### src/hdl/ncp_pkg.sv
// ---------------------------------------------------------------------------
// ncp_pkg
// Types and widths shared by the normalized cross product pipeline.
// ---------------------------------------------------------------------------
package ncp_pkg;

    localparam int CompW  = 16;
    localparam int ProdW  = 32;
    localparam int CrossW = 33;
    localparam int MagW   = 32;
    localparam int SumW   = 64;
    localparam int FracW  = 14;
    localparam int QuoW   = 15;
    localparam int RemW   = 34;
    localparam int DivW   = MagW + FracW + 1;

    typedef struct packed {
        logic signed [CompW-1:0] ax;
        logic signed [CompW-1:0] ay;
        logic signed [CompW-1:0] az;
        logic signed [CompW-1:0] bx;
        logic signed [CompW-1:0] by_comp;
        logic signed [CompW-1:0] bz;
    } t_in_word;

    typedef struct packed {
        logic signed [CompW-1:0] nx;
        logic signed [CompW-1:0] ny;
        logic signed [CompW-1:0] nz;
        logic                    degenerate;
    } t_out_word;

    typedef struct packed {
        logic signed [CrossW-1:0] cx;
        logic signed [CrossW-1:0] cy;
        logic signed [CrossW-1:0] cz;
    } t_cross;

endpackage

### src/hdl/ncp_div.sv
// ---------------------------------------------------------------------------
// ncp_div
// Restoring divider, one quotient bit per stage: trunc(c * 2^14 / d).
// ---------------------------------------------------------------------------
module ncp_div (
    input  logic                               i_clk,
    input  logic                               i_rst_n,
    input  logic                               i_en,
    input  logic                               i_vld,
    input  logic signed [ncp_pkg::CrossW-1:0]  i_c,
    input  logic [ncp_pkg::MagW-1:0]           i_d,
    output logic                               o_vld,
    output logic signed [ncp_pkg::CompW-1:0]   o_n,
    output logic                               o_deg
);

    localparam int Steps = ncp_pkg::QuoW;
    localparam int DW    = ncp_pkg::DivW;

    logic [Steps:0]                  r_vld;
    logic [DW-1:0]                   r_rem [0:Steps];
    logic [ncp_pkg::MagW-1:0]        r_d   [0:Steps];
    logic [ncp_pkg::QuoW-1:0]        r_q   [0:Steps];
    logic                            r_sgn [0:Steps];
    logic signed [ncp_pkg::CrossW-1:0] n_negc;
    logic [ncp_pkg::MagW-1:0]        n_mag;
    logic [ncp_pkg::CompW-1:0]       n_q16;

    always_comb begin
        n_negc    = -i_c;
        n_mag     = i_c[ncp_pkg::CrossW-1] ? n_negc[ncp_pkg::MagW-1:0]
                                           : i_c[ncp_pkg::MagW-1:0];
        r_vld[0]  = i_vld;
        r_rem[0]  = {1'b0, n_mag, {ncp_pkg::FracW{1'b0}}};
        r_d[0]    = i_d;
        r_q[0]    = '0;
        r_sgn[0]  = i_c[ncp_pkg::CrossW-1];
    end

    for (genvar k = 0; k < Steps; k++) begin : g_step
        logic [DW-1:0] n_sub;
        logic          n_ge;

        always_comb begin
            n_sub = DW'(r_d[k]) << (Steps - 1 - k);
            n_ge  = (r_rem[k] >= n_sub);
        end

        always_ff @(posedge i_clk) begin
            if (!i_rst_n) begin
                r_vld[k+1] <= 1'b0;
            end else if (i_en) begin
                r_vld[k+1] <= r_vld[k];
            end
        end

        always_ff @(posedge i_clk) begin
            if (i_en) begin
                r_rem[k+1] <= n_ge ? (r_rem[k] - n_sub) : r_rem[k];
                r_q[k+1]   <= {r_q[k][ncp_pkg::QuoW-2:0], n_ge};
                r_d[k+1]   <= r_d[k];
                r_sgn[k+1] <= r_sgn[k];
            end
        end
    end

    always_comb begin
        n_q16 = {1'b0, r_q[Steps]};
        o_deg = (r_d[Steps] == '0);
        if (o_deg) begin
            o_n = '0;
        end else if (r_sgn[Steps]) begin
            o_n = -$signed(n_q16);
        end else begin
            o_n = $signed(n_q16);
        end
    end

    assign o_vld = r_vld[Steps];

endmodule
### config.mk
export PLATFORM = sky130hd
export DESIGN_NAME = ncp_div
export DESIGN_NICKNAME = d
export VERILOG_FILES = /design/src/hdl/ncp_pkg.sv /design/src/hdl/ncp_div.sv
export SDC_FILE = /design/constraint.sdc
export NUM_CORES = 2
export LEC_CHECK = 0
export BUFFER_PORTS_ARGS = -buffer_cell sky130_fd_sc_hd__clkbuf_2
export CORE_UTILIZATION = 25
export DETAILED_ROUTE_END_ITERATION = 6
export HOLD_SLACK_MARGIN = 0.03
export PLACE_DENSITY = 0.47
export REMOVE_ABC_BUFFERS = 1
export SLEW_MARGIN = 20
export SYNTH_ARGS = -nofsm -noshare
export SYNTH_HDL_FRONTEND = slang
export SYNTH_SLANG_ARGS = --single-unit
### constraint.sdc
create_clock -name i_clk -period 4.6 [get_ports i_clk]
set_input_delay 0.46 -clock i_clk [delete_from_list [all_inputs] [get_ports i_clk]]
set_output_delay 0.46 -clock i_clk [all_outputs]
set_load 0.01 [all_outputs]
==> flow_metrics.tcl <==
set metrics [dict create \
    clk_latency_ns 0.81 \
    die-width_microns 525.8 \
    cts_tree "yes" \
    coreArea_sq_um 271700 \
    layout.nets 7240 \
    antenna_found_initial 0 \
    yosysSeqAreaShare_pct 51.56 \
    layout-drive-gt1-share_pct 9.965 \
    setup_violations 0 \
    stdcell_area_sq_um 79830 \
    cts.sinks 1183 \
    reg2regPathDepth 12 \
    setup_ws_ns 0.2133 \
    grtUsageMet2_pct 19.94 \
    hold_viol_final 0 \
    cp_max_fo 15 \
    outcome "finished clean" \
    synthArstFlopShare_pct 0 \
    clock_skew_ns 0.05892 \
    cts_buffers 146 \
    reg2reg_setup_slack_ns 0.35 \
    max_freq_ghz 0.2280 \
    rsz0062_at_grt "false" \
    start_util_pct 25.25 \
    ant_nets 0 \
    post_drt_wl_per_cell_microns 14.91 \
    grt_usage_pct 10.88 \
    dpl_cell_area_sq_um 74760 \
    post-place-cells 10062 \
    grt_use_met3_pct 1.697 \
    startpoint_type "input pin" \
    synth_cell_types 105 \
    worst_pin_slew_ns 1.172 \
    grt_pass1_vias 47970 \
    drt_iter0_drc 2451 \
    synthFlopType "edfxtp_1" \
    port_buffers 86 \
    drt_pass1_iterations 6 \
    antenna_cells 0 \
    end_kind "flop" \
    area_growth_pct 16.37 \
    power.density_nw_per_um2 602.9 \
    max_slew_margin_pct 21.15 \
    vias 46914 \
    drv_cap 0 \
    io_pins 87 \
    crit_type "input pin to flop" \
    busiest_layer "met2" \
    dp_hpwl_microns 119900 \
    hold_path_class "input pin to flop" \
    grt_max_degree 103 \
    ys_seq_elements 1183 \
    reg2reg_to "r_rem[417]" \
    drc 0 \
    grt_first_pass_wirelength_microns 245900 \
    gp_congestion 0.8706 \
    clock-root-buffer "clkbuf_16" \
    overflow 0 \
    die_y_microns 525.8 \
    critPathArrivalTime_ns 4.90 \
    drv_slew 0 \
    synth_cells 6356 \
    yosys_warnings 0 \
    die_area_sq_um 276500 \
    pre_cts_ws_ns -0.4873 \
    wl_microns 154600 \
    fillers 27669 \
    syn_area_sq_um 68600 \
    layout_min_cycle_time_ns 4.387 \
    finalCritPeriodShare_pct 95.36 \
    synth_edf_count 1168 \
    avgSynthCellArea_sq_um 10.79 \
    vias_per_cell 4.527 \
    post-cts-setup-buffers 0 \
    h-tree-depth 4 \
    instances_no_fill 10364 \
    gr-usage-met1_pct 12.00 \
    rows 191 \
    crit_start "i_c[0]" \
    worstPathRequired_ns 5.12 \
    p_leak_uw 0.03121 \
    timing.rr.start "r_rem[434]" \
    peakVddDrop_mv 0.3970 \
    utilization_pct 29.38 \
    endpoint "r_rem[702]" \
    clkTransAtPathRegs_ns 0.05 \
    clk_path_buf_depth 3 \
]
-- state kept, by name, summed over array words and instances (netlist names) --
| register | count |
|---|---|
| r_sgn | 15 |
| r_rem | 553 |
| r_q | 105 |
| r_vld | 14 |
| r_d | 32 |
| o_vld | 1 |
| n_q16 | 15 |
| g_step.n_sub | 448 |
-- what timing repair did --
action	4_1_cts	5_1_grt
hold endpoints to repair	48	0
resized for setup	0	4
hold buffers	36	0
endpoints found under the setup margin	0	29
-- area by class of cell --
| class | count | area [sq um] | share of cell area (%) |
|---|---|---|---|
| clock inverter | 92 | 912.1 | 1.143 |
| timing repair buffer | 333 | 2648 | 3.316 |
| inverter | 588 | 2207 | 2.765 |
| tap | 3570 | 4467 | 5.595 |
| multi-input combinational | 4424 | 30450 | 38.14 |
| sequential | 1183 | 35370 | 44.31 |
| clock buffer | 174 | 3780 | 4.735 |
-- cell usage after synthesis, drive strengths merged, types with 21 or more instances --
| master | instances | area share, % |
|---|---|---|
| and2 | 24 | 0.22 |
| o21ai | 451 | 3.3 |
| or3 | 46 | 0.43 |
| o21bai | 53 | 0.58 |
| a211oi | 42 | 0.47 |
| nand4 | 78 | 0.71 |
| xor2 | 221 | 2.8 |
| edfxtp | 1168 | 51 |
| nor4 | 48 | 0.49 |
| a31oi | 45 | 0.44 |
| ha | 481 | 8.8 |
| nand2b | 84 | 0.77 |
| a21oi | 545 | 4.0 |
| o211ai | 33 | 0.37 |
| nor2b | 94 | 0.87 |
| nor3 | 98 | 0.71 |
| or4 | 23 | 0.27 |
| a21o | 199 | 2.2 |
| xnor2 | 295 | 3.8 |
| nand3 | 93 | 0.68 |
| inv | 588 | 3.2 |
| nand2 | 500 | 2.7 |
| mux2 | 84 | 1.4 |
| and3 | 36 | 0.33 |
| buf | 44 | 0.34 |
| o31a | 21 | 0.27 |
| nor2 | 438 | 2.4 |
| o31ai | 42 | 0.50 |
| clkbuf | 117 | 0.64 |
| o21a | 61 | 0.67 |
| or2 | 21 | 0.19 |
-- worst min-delay path by stage --
stage / start / end / slack (ns) / cells past startpoint
2_1_floorplan: r_q[24] / n_q16[10] / 0.40 / 0
3_3_place_gp: r_q[110] / r_q[96] / 0.40 / 0
5_1_grt: i_c[32] / r_sgn[14] / 0.13 / 1
6_report: i_c[32] / r_sgn[14] / 0.15 / 1
3_5_place_dp: r_q[30] / r_q[16] / 0.40 / 0
4_1_cts: i_c[32] / r_sgn[14] / 0.07 / 1
-- metrics by stage --
step	hold slack, ns	TNS (ns)	total power (uW)
floorplan	0.4003	-98.63	31830
global placement	0.4025	-12.58	36850
detailed placement	0.4045	-12.51	37120
CTS	0.06861	0	48570
global route	0.1343	0	51560
finish	0.1521	0	48130
-- cells in the final DEF (no fill, tap or decap), types with 27 or more instances in the layout --
| master | Yosys | final |
|---|---|---|
| a211oi_1 | 41 | 40 |
| a21o_1 | 199 | 198 |
| a21oi_1 | 540 | 540 |
| a31oi_1 | 43 | 43 |
| and3_1 | 36 | 36 |
| buf_4 | 1 | 190 |
| clkbuf_1 | 117 | 27 |
| clkbuf_16 | 0 | 147 |
| clkbuf_2 | 0 | 85 |
| clkinv_1 | 0 | 34 |
| clkinv_2 | 0 | 32 |
| dlygate4sd3_1 | 0 | 36 |
| edfxtp_1 | 1168 | 1168 |
| ha_1 | 481 | 481 |
| inv_1 | 588 | 588 |
| mux2_2 | 81 | 81 |
| nand2_1 | 499 | 499 |
| nand2b_1 | 84 | 84 |
| nand3_1 | 93 | 92 |
| nand4_1 | 78 | 78 |
| nor2_1 | 438 | 436 |
| nor2b_1 | 93 | 93 |
| nor3_1 | 98 | 98 |
| nor4_1 | 44 | 44 |
| o211ai_1 | 32 | 32 |
| o21a_1 | 61 | 61 |
| o21ai_0 | 435 | 435 |
| o21bai_1 | 53 | 52 |
| o31ai_1 | 38 | 37 |
| or3_1 | 45 | 45 |
| xnor2_1 | 295 | 295 |
| xor2_1 | 221 | 221 |
-- worst max-delay path, stage by stage --
cell and delay (ns):
dlygate4sd3_1 0.53, clkbuf_2 0.11, buf_4 0.13, inv_1 0.07, ha_1 0.21, nand3b_1 0.14, or2_2 0.34, o41ai_2 0.25
xnor2_1 0.15, ha_1 0.34, nand4_1 0.12, or3_1 0.36, o21ba_2 0.24, o211a_1 0.27, o31ai_2 0.28, nand2_1 0.12
and2_2 0.22, buf_12 0.14, buf_12 0.14, o31a_1 0.28
-- logic make-up after synthesis --
logic type	share of synthesized area, %
compound gates	15.33
simple gates	11.47
flops	51.56
buf+inv	4.195
xor+xnor	6.588
fa+ha+maj	9.181
mux	1.672
-- per-layer routing --
metal  wire [microns]  share of wire (%)
met2            76960                 50
met5                0                  0
met1            65230                 42
met3             4712                3.0
met4             7671                5.0
-- power breakdown --
group	switching [uW]	internal [uW]
sequential	1650	15700
combinational	11100	8670
clock	4610	6430
total	17400	30800
Power figures use the tool's default switching activity.
